File: src/rtl/core/gbn_pkg.sv
// Shared types and constants of the Go-Back-N ARQ engine.
package gbn_pkg;

	localparam int SEQ_W = 3;

	typedef logic [SEQ_W-1:0] seq_t;
	typedef logic [1:0]       func_t;
	typedef logic [1:0]       kind_t;

	// item codes on the command channel
	localparam func_t FUNC_LINK   = 2'd0;
	localparam func_t FUNC_PACKET = 2'd1;
	localparam func_t FUNC_TICK   = 2'd2;

	// result codes on the result channel
	localparam kind_t KIND_FRAME   = 2'd0;
	localparam kind_t KIND_DELIVER = 2'd1;
	localparam kind_t KIND_REFUSE  = 2'd2;

	// largest number of unacknowledged frames
	localparam seq_t MAX_OUT = 3'd7;

	localparam logic [15:0] TIMEOUT_RESET = 16'd5000;

	// per-cycle control of the frame store
	typedef struct packed {
		logic buf_we;
		logic time_we;
		seq_t waddr;
		seq_t raddr;
	} gbn_mem_ctl_t;

endpackage

File: src/rtl/core/gbn_if.sv
// Valid/ready channel interfaces for commands and results.
interface gbn_in_if
	import gbn_pkg::*;
	();
	logic        valid;
	logic        ready;
	func_t       func;
	seq_t        rx_seq;
	seq_t        rx_ack;
	logic [63:0] payload;

	modport source (output valid, func, rx_seq, rx_ack, payload, input ready);
	modport sink   (input valid, func, rx_seq, rx_ack, payload, output ready);
endinterface

interface gbn_out_if
	import gbn_pkg::*;
	();
	logic        valid;
	logic        ready;
	kind_t       kind;
	seq_t        tx_seq;
	seq_t        tx_ack;
	logic [63:0] out_payload;
	logic        last;
	seq_t        outstanding;
	logic        accepting;

	modport source (output valid, kind, tx_seq, tx_ack, out_payload, last, outstanding,
		accepting, input ready);
	modport sink   (input valid, kind, tx_seq, tx_ack, out_payload, last, outstanding,
		accepting, output ready);
endinterface

File: src/rtl/core/gbn_store.sv
// Frame store: payload and send-time memories, one write and one registered read each.
module gbn_store
	import gbn_pkg::*;
#(
	parameter int PAY_W  = 64,
	parameter int TIME_W = 32
) (
	input  logic              clk,
	input  gbn_mem_ctl_t      ctl,
	input  logic [PAY_W-1:0]  wbuf,
	input  logic [TIME_W-1:0] wtime,
	output logic [PAY_W-1:0]  rbuf,
	output logic [TIME_W-1:0] rtime
);

	localparam int DEPTH = 1 << SEQ_W;

	logic [PAY_W-1:0]  buf_mem [DEPTH];
	logic [TIME_W-1:0] time_mem [DEPTH];

	always_ff @(posedge clk) begin
		if (ctl.buf_we) begin
			buf_mem[ctl.waddr] <= wbuf;
		end
		rbuf <= buf_mem[ctl.raddr];
	end

	always_ff @(posedge clk) begin
		if (ctl.time_we) begin
			time_mem[ctl.waddr] <= wtime;
		end
		rtime <= time_mem[ctl.raddr];
	end

endmodule

File: src/rtl/core/gbn_ctrl.sv
// Sequencer: window state, timer, command decode and the result register.
module gbn_ctrl
	import gbn_pkg::*;
#(
	parameter int PAY_W  = 64,
	parameter int TIME_W = 32
) (
	input  logic              clk,
	input  logic              arst_n,
	input  logic              cfg_we,
	input  logic [15:0]       cfg_wdata,
	gbn_in_if.sink            cmd,
	gbn_out_if.source         res,
	output gbn_mem_ctl_t      mem_ctl,
	output logic [PAY_W-1:0]  mem_wbuf,
	output logic [TIME_W-1:0] mem_wtime,
	input  logic [PAY_W-1:0]  mem_rbuf,
	input  logic [TIME_W-1:0] mem_rtime
);

	typedef enum logic [1:0] {ST_IDLE, ST_EXEC, ST_CHECK, ST_SEND} state_t;

	state_t            state_q;
	func_t             func_q;
	seq_t              rx_seq_q;
	seq_t              rx_ack_q;
	logic [PAY_W-1:0]  pay_q;
	seq_t              next_q;
	seq_t              oldest_q;
	seq_t              expect_q;
	seq_t              count_q;
	seq_t              ptr_q;
	seq_t              left_q;
	logic [TIME_W-1:0] time_q;
	logic [15:0]       timeout_q;

	logic              res_valid_q;
	kind_t             kind_q;
	seq_t              tx_seq_q;
	seq_t              tx_ack_q;
	logic [63:0]       res_pay_q;
	logic              last_q;
	seq_t              outst_q;
	logic              acc_q;

	logic              slot_free;
	logic              cmd_fire;
	seq_t              ack_d;
	logic              ack_hit;
	seq_t              count_ack;
	logic              deliver;
	logic              full;
	logic [TIME_W-1:0] elapsed;
	logic              expired;
	logic              send_fire;
	logic              res_load;
	seq_t              ack_out;

	assign cmd.ready = (state_q == ST_IDLE);
	assign cmd_fire  = cmd.valid && cmd.ready;
	assign slot_free = !res_valid_q || res.ready;

	assign ack_d     = rx_ack_q - oldest_q;
	assign ack_hit   = ack_d < count_q;
	assign count_ack = ack_hit ? count_q - ack_d - 3'd1 : count_q;
	assign deliver   = (rx_seq_q == expect_q);
	assign full      = (count_q == MAX_OUT);
	assign elapsed   = time_q - mem_rtime;
	assign expired   = (count_q != '0) && (elapsed > TIME_W'(timeout_q));
	assign send_fire = (state_q == ST_SEND) && slot_free;
	assign ack_out   = expect_q - 3'd1;
	assign res_load  = ((state_q == ST_EXEC) && (func_q != FUNC_LINK || deliver) && slot_free)
		|| send_fire;

	// During a resend, reads run ahead of the resend pointer; writes in a resend only touch send
	// times, so no resend read meets a write to the same payload entry.
	always_comb begin
		mem_ctl.buf_we  = (state_q == ST_EXEC) && (func_q == FUNC_PACKET) && !full
			&& slot_free;
		mem_ctl.time_we = mem_ctl.buf_we || send_fire;
		mem_ctl.waddr   = (state_q == ST_SEND) ? ptr_q : next_q;
		if (state_q == ST_IDLE) begin
			mem_ctl.raddr = oldest_q;
		end else if (send_fire) begin
			mem_ctl.raddr = ptr_q + 3'd1;
		end else begin
			mem_ctl.raddr = ptr_q;
		end
	end
	assign mem_wbuf  = pay_q;
	assign mem_wtime = time_q;

	assign res.valid       = res_valid_q;
	assign res.kind        = kind_q;
	assign res.tx_seq      = tx_seq_q;
	assign res.tx_ack      = tx_ack_q;
	assign res.out_payload = res_pay_q;
	assign res.last        = last_q;
	assign res.outstanding = outst_q;
	assign res.accepting   = acc_q;

	always_ff @(posedge clk) begin
		if (cmd_fire) begin
			func_q   <= cmd.func;
			rx_seq_q <= cmd.rx_seq;
			rx_ack_q <= cmd.rx_ack;
			pay_q    <= cmd.payload[PAY_W-1:0];
		end
	end

	always_ff @(posedge clk or negedge arst_n) begin
		if (!arst_n) begin
			state_q     <= ST_IDLE;
			next_q      <= '0;
			oldest_q    <= '0;
			expect_q    <= '0;
			count_q     <= '0;
			ptr_q       <= '0;
			left_q      <= '0;
			time_q      <= '0;
			timeout_q   <= TIMEOUT_RESET;
			res_valid_q <= 1'b0;
			kind_q      <= KIND_FRAME;
			tx_seq_q    <= '0;
			tx_ack_q    <= '0;
			res_pay_q   <= '0;
			last_q      <= 1'b0;
			outst_q     <= '0;
			acc_q       <= 1'b0;
		end else begin
			if (cfg_we) begin
				timeout_q <= cfg_wdata;
			end
			if (res_load) begin
				res_valid_q <= 1'b1;
			end else if (res.ready) begin
				res_valid_q <= 1'b0;
			end

			unique case (state_q)
				ST_IDLE: begin
					if (cmd_fire) begin
						ptr_q <= oldest_q;
						unique case (cmd.func)
							FUNC_LINK, FUNC_PACKET: state_q <= ST_EXEC;
							FUNC_TICK: begin
								time_q  <= time_q + 1'b1;
								state_q <= ST_CHECK;
							end
							default: state_q <= ST_IDLE;
						endcase
					end
				end

				ST_EXEC: begin
					if (func_q == FUNC_LINK) begin
						// the ack is taken even when the frame is out of order
						if (!deliver || slot_free) begin
							oldest_q <= ack_hit ? rx_ack_q + 3'd1 : oldest_q;
							count_q  <= count_ack;
							state_q  <= ST_IDLE;
							if (deliver) begin
								expect_q    <= expect_q + 3'd1;
								kind_q      <= KIND_DELIVER;
								tx_seq_q    <= '0;
								tx_ack_q    <= '0;
								res_pay_q   <= 64'(pay_q);
								last_q      <= 1'b1;
								outst_q     <= count_ack;
								acc_q       <= (count_ack != MAX_OUT);
							end
						end
					end else if (slot_free) begin
						last_q      <= 1'b1;
						state_q     <= ST_IDLE;
						if (full) begin
							kind_q    <= KIND_REFUSE;
							tx_seq_q  <= '0;
							tx_ack_q  <= '0;
							res_pay_q <= '0;
							outst_q   <= count_q;
							acc_q     <= 1'b0;
						end else begin
							kind_q    <= KIND_FRAME;
							tx_seq_q  <= next_q;
							tx_ack_q  <= ack_out;
							res_pay_q <= 64'(pay_q);
							outst_q   <= count_q + 3'd1;
							acc_q     <= (count_q + 3'd1 != MAX_OUT);
							next_q    <= next_q + 3'd1;
							count_q   <= count_q + 3'd1;
						end
					end
				end

				ST_CHECK: begin
					left_q  <= count_q;
					state_q <= expired ? ST_SEND : ST_IDLE;
				end

				ST_SEND: begin
					if (slot_free) begin
						kind_q      <= KIND_FRAME;
						tx_seq_q    <= ptr_q;
						tx_ack_q    <= ack_out;
						res_pay_q   <= 64'(mem_rbuf);
						last_q      <= (left_q == 3'd1);
						outst_q     <= count_q;
						acc_q       <= !full;
						ptr_q       <= ptr_q + 3'd1;
						left_q      <= left_q - 3'd1;
						if (left_q == 3'd1) begin
							next_q  <= ptr_q + 3'd1;
							state_q <= ST_IDLE;
						end
					end
				end

				default: state_q <= ST_IDLE;
			endcase
		end
	end

endmodule

File: src/rtl/core/go_back_n_arq_engine_unit.sv
// Top level of the Go-Back-N ARQ engine.
//
// Channels: cmd carries one item per transaction (frame from the link, packet from the
// upper layer, or time tick); res carries result transactions (data frame to the link,
// payload delivered upstream, or packet refused). last marks the final result of an item.
// cfg_we/cfg_wdata write the timeout in ticks; write it only while the block is idle.
// A link frame or packet is taken into the sequencer, decoded in the execute state and its
// result loaded into the result register. A tick that expires the oldest frame passes the
// check state and then resends every outstanding frame (up to seven); the single result
// register emits one result per cycle while res is ready, each payload read registered from
// the frame store. The sequencer takes a command only when idle, after the last item is done.
// A stale frame or unexpired tick yields nothing yet still passes the execute or check state.
// Reset: sequence numbers, window count and time clear to zero, timeout to 5000 ticks;
// the frame store is not cleared and needs no sweep.
// Stall: a result waits in the output register; a new command is still taken, but the
// sequencer holds before the next result until the register is free.
module go_back_n_arq_engine_unit
	import gbn_pkg::*;
#(
	parameter int PAYLOAD_BYTES = 8,
	parameter int TIME_BITS     = 32
) (
	input  logic        clk,
	input  logic        arst_n,
	input  logic        cfg_we,
	input  logic [15:0] cfg_wdata,
	gbn_in_if.sink      cmd,
	gbn_out_if.source   res
);

	localparam int PAY_W = PAYLOAD_BYTES * 8;

	gbn_mem_ctl_t         mem_ctl;
	logic [PAY_W-1:0]     mem_wbuf;
	logic [TIME_BITS-1:0] mem_wtime;
	logic [PAY_W-1:0]     mem_rbuf;
	logic [TIME_BITS-1:0] mem_rtime;

	gbn_ctrl #(
		.PAY_W  (PAY_W),
		.TIME_W (TIME_BITS)
	) u_ctrl (
		.clk       (clk),
		.arst_n    (arst_n),
		.cfg_we    (cfg_we),
		.cfg_wdata (cfg_wdata),
		.cmd       (cmd),
		.res       (res),
		.mem_ctl   (mem_ctl),
		.mem_wbuf  (mem_wbuf),
		.mem_wtime (mem_wtime),
		.mem_rbuf  (mem_rbuf),
		.mem_rtime (mem_rtime)
	);

	gbn_store #(
		.PAY_W  (PAY_W),
		.TIME_W (TIME_BITS)
	) u_store (
		.clk   (clk),
		.ctl   (mem_ctl),
		.wbuf  (mem_wbuf),
		.wtime (mem_wtime),
		.rbuf  (mem_rbuf),
		.rtime (mem_rtime)
	);

endmodule
File: src/flat_wrapper.sv
// flat-port wrapper written by rule: the top's interface ports become plain ports
module go_back_n_arq_engine_unit_flat import gbn_pkg::*;
#(
	parameter int PAYLOAD_BYTES = 8,
	parameter int TIME_BITS     = 32
)
  (clk, arst_n, cfg_we, cfg_wdata, cmd_valid, cmd_func, cmd_rx_seq, cmd_rx_ack, cmd_payload, cmd_ready, res_valid, res_kind, res_tx_seq, res_tx_ack, res_out_payload, res_last, res_outstanding, res_accepting, res_ready);
  gbn_in_if cmd_i ();
  gbn_out_if res_i ();
  input  logic clk;
  input  logic arst_n;
  input  logic cfg_we;
  input  logic [15:0] cfg_wdata;
  input wire logic [$bits(cmd_i.valid)-1:0] cmd_valid;
  input wire logic [$bits(cmd_i.func)-1:0] cmd_func;
  input wire logic [$bits(cmd_i.rx_seq)-1:0] cmd_rx_seq;
  input wire logic [$bits(cmd_i.rx_ack)-1:0] cmd_rx_ack;
  input wire logic [$bits(cmd_i.payload)-1:0] cmd_payload;
  output wire logic [$bits(cmd_i.ready)-1:0] cmd_ready;
  output wire logic [$bits(res_i.valid)-1:0] res_valid;
  output wire logic [$bits(res_i.kind)-1:0] res_kind;
  output wire logic [$bits(res_i.tx_seq)-1:0] res_tx_seq;
  output wire logic [$bits(res_i.tx_ack)-1:0] res_tx_ack;
  output wire logic [$bits(res_i.out_payload)-1:0] res_out_payload;
  output wire logic [$bits(res_i.last)-1:0] res_last;
  output wire logic [$bits(res_i.outstanding)-1:0] res_outstanding;
  output wire logic [$bits(res_i.accepting)-1:0] res_accepting;
  input wire logic [$bits(res_i.ready)-1:0] res_ready;
  assign cmd_i.valid = cmd_valid;
  assign cmd_i.func = cmd_func;
  assign cmd_i.rx_seq = cmd_rx_seq;
  assign cmd_i.rx_ack = cmd_rx_ack;
  assign cmd_i.payload = cmd_payload;
  assign cmd_ready = cmd_i.ready;
  assign res_valid = res_i.valid;
  assign res_kind = res_i.kind;
  assign res_tx_seq = res_i.tx_seq;
  assign res_tx_ack = res_i.tx_ack;
  assign res_out_payload = res_i.out_payload;
  assign res_last = res_i.last;
  assign res_outstanding = res_i.outstanding;
  assign res_accepting = res_i.accepting;
  assign res_i.ready = res_ready;
  go_back_n_arq_engine_unit #(.PAYLOAD_BYTES(PAYLOAD_BYTES), .TIME_BITS(TIME_BITS)) u_core (.clk(clk), .arst_n(arst_n), .cfg_we(cfg_we), .cfg_wdata(cfg_wdata), .cmd(cmd_i), .res(res_i));
endmodule
File: config.mk
export PLATFORM = sky130hd
export DESIGN_NAME = go_back_n_arq_engine_unit_flat
export DESIGN_NICKNAME = d
export VERILOG_FILES = /design/src/rtl/core/gbn_pkg.sv /design/src/rtl/core/gbn_if.sv /design/src/rtl/core/gbn_store.sv /design/src/rtl/core/gbn_ctrl.sv /design/src/rtl/core/go_back_n_arq_engine_unit.sv /design/src/flat_wrapper.sv
export SDC_FILE = /design/constraint.sdc
export NUM_CORES = 1
export LEC_CHECK = 0
export ABC_AREA = 1
export BUFFER_PORTS_ARGS = -buffer_cell sky130_fd_sc_hd__buf_2
export CAP_MARGIN = 20
export CELL_PAD_IN_SITES_DETAIL_PLACEMENT = 1
export CELL_PAD_IN_SITES_GLOBAL_PLACEMENT = 1
export CORE_ASPECT_RATIO = 1.4
export CORE_MARGIN = 4
export CORE_UTILIZATION = 54
export DETAILED_ROUTE_END_ITERATION = 10
export PLACE_DENSITY = 0.87
export REMOVE_ABC_BUFFERS = 1
export SLEW_MARGIN = 20
export SYNTH_ARGS = -nofsm -noshare
export SYNTH_HDL_FRONTEND = slang
export SYNTH_SLANG_ARGS = --single-unit
File: constraint.sdc
create_clock -name clk -period 9.6 [get_ports clk]
set_input_delay 0.48 -clock clk [delete_from_list [all_inputs] [get_ports clk]]
set_output_delay 0.48 -clock clk [all_outputs]
set_load 0.05 [all_outputs]
# Yosys cells after proc, flatten, opt, wreduce, memory -nomap -nowiden
# Memory sizes are Yosys's and may differ from the RTL's. A register that Yosys moved wholly into a read port is not among the register bits.
# Index checks and enable logic that the tools add are counted.
dict set report word_totals {
  word_cells 171
  output_inout_bits 79
  regBits 218
  memories 2
  inputBits 93
  mem_bits_rw 768
}
# name depth word_bits rd rd_ports_with_merged_regs wr line_no
set memory_table {}
lappend memory_table {u_core.u_store.buf_mem 8 64 1 1 1 gbn_store.sv:18} ;# logic [PAY_W-1:0] buf_mem [DEPTH];
lappend memory_table {u_core.u_store.time_mem 8 32 1 1 1 gbn_store.sv:19} ;# logic [TIME_W-1:0] time_mem [DEPTH];
dict set report op_classes {
  n_lt_le_gt_ge 2
  eq_ne 21
  add_sub_neg 12
  muxes 77
  n_reduce_logical 36
}
# op count
set ops {}
lappend ops {{64-bit two-way mux} 6}
lappend ops {{64-bit case mux with 2 select lines} 1}
lappend ops {{3-bit two-way mux} 30}
lappend ops {{3-bit case mux with 2 select lines} 6}
lappend ops {{32-bit by 1-bit adder with 32-bit output, second input constant} 1}
lappend ops {{32-bit by 16-bit greater-than comparator with 1-bit output} 1}
lappend ops {{32-bit subtractor} 1}
lappend ops {{2-bit two-way mux} 12}
lappend ops {{1-bit two-way mux} 17}
lappend ops {{3-bit by 1-bit adder with 3-bit output, second input constant} 5}
lappend ops {{2-bit nonzero test} 6}
lappend ops {{5-bit AND reduction} 2}
lappend ops {{3-bit inequality test, second input constant} 3}
lappend ops {{3-bit AND reduction} 3}
lappend ops {{3-bit by 1-bit subtractor with 3-bit output, second input constant} 3}
lappend ops {{1-bit logical AND} 8}
lappend ops {{2-bit inequality test, second input constant} 4}
lappend ops {{2-bit case mux with 2 select lines} 2}
lappend ops {{2-bit case mux with 4 select lines} 1}
lappend ops {{4-bit AND reduction} 2}
lappend ops {{2-bit by 1-bit == test with 1-bit output, second input constant} 3}
lappend ops {{2-bit == test, second input constant} 3}
lappend ops {{2-bit zero test} 3}
lappend ops {{2-bit by 1-bit inequality test with 1-bit output, second input constant} 3}
lappend ops {{other kinds (13)} 22}

# Longest topological paths before layout
dict set report logic_depth {
  depth_word 9
  ltp_mapped 26
  ltp_nobuf 26
}

# Modules after synthesis
# A second synthesis with hierarchy kept.
dict set report hier_totals {
  cells_unflattened 4979
  hier_area_um2 47912.2
}
# module area_each_um2 cells_each seq_area_each_um2 n_inst
set modules_own_cells {}
lappend modules_own_cells {gbn_store 35595.4 3444 24984.0 1}
lappend modules_own_cells {gbn_ctrl 12316.8 1535 5821.8 1}

# Worst setup path before layout
# No wires, ideal clock.
dict set report synth_timing {
  path_kind {flip-flop to flip-flop}
  start {reg u_core.u_ctrl.state_q[0]}
  end {reg u_core.u_ctrl.func_q[0], enable pin}
  arrival_time_ns 3.956
  slack_ns 5.141
  required_ns 9.097
  period_less_slack_ns 4.459
  path_stages_with_launch 4
  path_cell_list {dfrtp_1 -> nor2_4 -> inv_2 -> nor2_1}
}
dict set report synth_between {
  elab_chain_cells 2
}
# element line_no
set synth_rtl {}
lappend synth_rtl {{from (decl)} gbn_ctrl.sv:23} ;# state_t state_q;
lappend synth_rtl {{from (signal assigned)} gbn_ctrl.sv:198} ;# state_q <= expired ? ST_SEND : ST_IDLE;
lappend synth_rtl {{2-bit zero test} gbn_ctrl.sv:59} ;# assign cmd.ready = (state_q == ST_IDLE);
lappend synth_rtl {{named net cmd_ready} flat_wrapper.sv:19} ;# output wire logic [$bits(cmd_i.ready)-1:0] cmd_ready;
lappend synth_rtl {{1-bit logical AND} gbn_ctrl.sv:60} ;# assign cmd_fire = cmd.valid && cmd.ready;
lappend synth_rtl {{named net u_core.u_ctrl.cmd_fire} gbn_ctrl.sv:47} ;# logic cmd_fire;
lappend synth_rtl {{to (signal assigned)} gbn_ctrl.sv:104} ;# func_q <= cmd.func;
lappend synth_rtl {{to (decl)} gbn_ctrl.sv:24} ;# func_t func_q;
# The timed path passes the listed nets, and every way through them passes these cells.
# A chain may end at the register's enable or synchronous reset.

# Final worst setup path
dict set report layout_timing {
  start {reg u_core.u_ctrl.state_q[1]}
  end {mem u_core.u_store.buf_mem[0][55], enable pin}
}
dict set report layout_between {
  elab_chain_cells 6
  elab_cells_between_ends 8
}
# element line_no
set layout_rtl {}
lappend layout_rtl {{2-bit by 1-bit == test with 1-bit output} gbn_ctrl.sv:78} ;# mem_ctl.buf_we = (state_q == ST_EXEC) && (func_q == FUNC_PACKET) && !full
lappend layout_rtl {{1-bit logical AND (2 in series)} gbn_ctrl.sv:78}
lappend layout_rtl {{1-bit logical AND} gbn_ctrl.sv:79} ;# && slot_free;
lappend layout_rtl {{1-bit two-way mux} gbn_store.sv:22} ;# if (ctl.buf_we) begin
lappend layout_rtl {{1-bit two-way mux (implied by the code)} gbn_store.sv:23} ;# buf_mem[ctl.waddr] <= wbuf;
lappend layout_rtl {{to (decl)} gbn_store.sv:18}
# Parallel ways exist; a longest one is shown, timed or not.

==> results.py <==
metrics = {
    "critical_path": {
        "timing.setup.critical_path_class": "flop to flop",
        "worst_path_required_time_ns": 9.90,
        "timing.critical_path.arrival_ns": 4.79,
        "crit_path_launch_type": "flop",
        "worst-r2r-setup-slack_ns": 5.11,
        "worstSetupEndpointType": "flop",
        "critPathMaxFanout": 69,
    },
    "min_path": {
        "hold_path.class": "primary input to flop",
    },
    "floorplanning": {
        "rows": 123,
        "die_width_um": 249.4,
        "floorplan.initialDensity_pct": 54.62,
        "area_of_the_die_um2": 86270,
        "fp.dieH_um": 345.9,
        "io_pins": 172,
        "core_um2": 80640,
    },
    "yosys": {
        "synthAdderAreaFrac_pct": 1.869,
        "synthCells": 3824,
        "mappedNetlistArea_um2": 44050,
        "synth_compound_area_share_pct": 10.75,
        "yosys-mux-area-fraction_pct": 0.07669,
        "ys_async_sr_fraction_pct": 13.49,
        "synth_sequential_area_ratio_pct": 69.93,
        "yosys.cell_types.count": 46,
        "post_synth_xor_area_fraction_pct": 1.173,
        "combinational_family_with_the_most_area_after_synthesis": "simple AND/OR/NAND/NOR gates",
        "ys.warnings.count": 0,
        "synth-simple-area-share_pct": 12.17,
        "post_synth_edffs": 840,
        "postSynthRegisterBits": 1082,
        "yosys_most_used_dff": "edfxtp_1",
        "avgSynthCellArea_um2": 11.52,
    },
    "global_routing": {
        "grt_antenna_before_repair": 0,
        "number_of_global_route_vias_before_repair": 34393,
        "grtUsageTotal_pct": 30.98,
        "global_route_wire_length_before_repair_mm": 207.0,
        "grt_start_max_net_pins": 225,
        "global_route_total_overflow": 0,
    },
    "final_layout": {
        "n_antenna_cell": 0,
        "finalInstanceArea_um2": 50060,
        "final_core_util_pct": 62.08,
        "nNetsFinal": 4185,
        "area_growth_syn_to_layout_pct": 13.65,
        "drive_gt1_share_pct": 10.04,
        "final_cell_count_no_fill": 5177,
    },
    "clocking": {
        "cts_post_setup_buffers_inserted": 0,
        "tritoncts.num_buffers": 100,
        "post_cts.resized_instances": 0,
        "cts_htree_levels": 3,
        "insertion_delay_ns": 0.69,
        "tritoncts": "yes",
        "cts_root_buffer": "clkbuf_16",
        "cts_hold_buf": 82,
        "clock-sinks": 1082,
        "clk_pin_slew_ns": 0.06,
        "cts_buffer_depth": 3,
    },
    "sta": {
        "final_worst_path_cycle_share_pct": 46.72,
        "timing.hold.ws_ns": 0.04477,
        "rsz0062_at_grt": "false",
        "pins_over_their_slew_limit": 0,
        "relSlewSlack_pct": 19.16,
        "maxClockFrequency_mhz": 222.9,
        "finalHoldViolations": 0,
        "skew_ns": 0.02958,
        "final.setup.tns_ns": 0,
        "timing.final.crit_period_ns": 4.486,
        "timing.final.ws_setup_ns": 5.114,
        "finalSetupViolCount": 0,
        "timing_worst_slew_pin_value_ns": 1.213,
    },
    "place": {
        "dp_cells": 4905,
        "routabilityCongestion": 0.8651,
        "port_buffers": 171,
        "pre_cts_ws_ns": 5.320,
        "post-dp-hpwl_mm": 71.95,
        "instance_area_after_placement_um2": 45820,
    },
    "run": {
        "cap_violations": 0,
    },
    "status": {
        "outcome": "finished clean",
    },
    "drt": {
        "detail_route.wirelength_mm": 137.4,
        "drt_first_pass_iters": 6,
        "routed_wire_length_per_instance_um": 26.53,
        "vias": 31795,
        "final_antenna_net_count": 0,
        "drcViolationCount": 0,
        "ratio_of_routed_vias_to_standard_cells": 6.142,
        "detail_route.iter0.violations": 3261,
    },
    "power": {
        "worst_supply_voltage_drop_on_vdd_uv": 609.7,
        "total_power_mw": 19.03,
        "cellLeakagePower_nw": 18.96,
        "power-per-cell-area_nw_per_um2": 380.1,
    },
}
where the power goes:
group | leakage [nW] | switching, mW | internal [mW]
Clock | 1.67 | 1.85 | 2.36
Combinational | 7.17 | 6.13 | 2.25
Sequential | 10.1 | 0.511 | 5.92
Total | 19.0 | 8.50 | 10.5
final timing paths:
kind                                           from                                end  cells after the start
max                        u_core.u_ctrl.state_q[1]      u_core.u_store.buf_mem[0][55]                      7
min                                    cfg_wdata[2]         u_core.u_ctrl.timeout_q[2]                      3
max reg2reg                u_core.u_ctrl.state_q[1]      u_core.u_store.buf_mem[0][55]                      7
min reg2reg                 u_core.u_store.rbuf[19]  u_core.u_ctrl.res.out_payload[19]                      2
max in group asynchronous                    arst_n         u_core.u_ctrl.timeout_q[2]                      3
min in group asynchronous                    arst_n   u_core.u_ctrl.res.outstanding[0]                      2
final cells by class:
class | count | area, µm²
well taps | 1062 | 1329
clock inverters | 45 | 523.0
inverters | 236 | 893.4
clock buffers | 144 | 2872
multi-input cells | 2317 | 11630
repair buffers | 291 | 2013
fillers | 8107 | 30580
flip-flops and latches | 1082 | 30810
metal layers:
layer	wire [µm]	global-route usage [%]
met5	0	0
met4	5815	12.85
met1	48670	36.27
met3	9412	4.542
met2	73450	57.12
cell families after synthesis:
family,after synthesis
simple gates,1340
flops,1082
compound gates,851
buf+inv,425
fa+ha+maj,64
xor+xnor,59
mux,3
registers in the layout, indices dropped and copies added (netlist names), 16 cells and up:
name,count
u_core.u_store.buf_mem,512
u_core.u_store.time_mem,256
u_core.u_ctrl.mem_wbuf,64
u_core.u_ctrl.res.out_payload,64
u_core.u_store.rbuf,64
u_core.u_ctrl.mem_wtime,32
u_core.u_store.rtime,32
u_core.u_ctrl.timeout_q,16
critical path: stages (launching register included):
cell     delay, ns
dfrtp_1       0.50
nand2_4       0.21
buf_4         0.89
nor2_1        0.14
a21oi_1       0.43
nand3_1       0.33
nor2_4        0.63
buf_4         0.86
synth_stat cells, types with 3 or more instances:
cell type  number  area share [%]
nor2_1        739             6.3
buf_2          83            0.94
nand2_2         3           0.043
buf_1          12            0.10
nor2_4          3           0.077
clkbuf_1       75            0.64
ha_1           61             1.7
mux2_2          3           0.077
dfxtp_1        96             4.4
nand4_1        14            0.20
nand3_1       124             1.4
buf_4          16            0.27
inv_2           4           0.034
nand3b_1        4           0.068
nor3_1         14            0.16
o21ai_0       305             3.5
dfrtp_1       141             8.0
fa_1            3            0.14
o21bai_1      100             1.7
nor2_2          3           0.043
nor4_1          3           0.043
a31oi_1       160             2.3
dfstp_2         5            0.30
xnor2_1        17            0.34
xor2_1         42            0.84
a21oi_1        49            0.56
inv_1         231             2.0
edfxtp_1      840              57
o21ai_1       228             2.6
nand2_1       425             3.6
cells in the final DEF (no fill, tap or decap), types with 27 or more instances in the layout:
master         instances
a21oi_1               49
a31oi_1              160
buf_2                170
buf_4                 35
clkbuf_1              27
clkbuf_16            103
dfrtp_1              141
dfxtp_1               96
dlygate4sd3_1         82
edfxtp_1             840
ha_1                  61
inv_1                230
nand2_1              424
nand3_1              124
nor2_1               722
o21ai_0              304
o21ai_1              228
o21bai_1             100
xor2_1                42
Power figures use the tool's default switching activity.
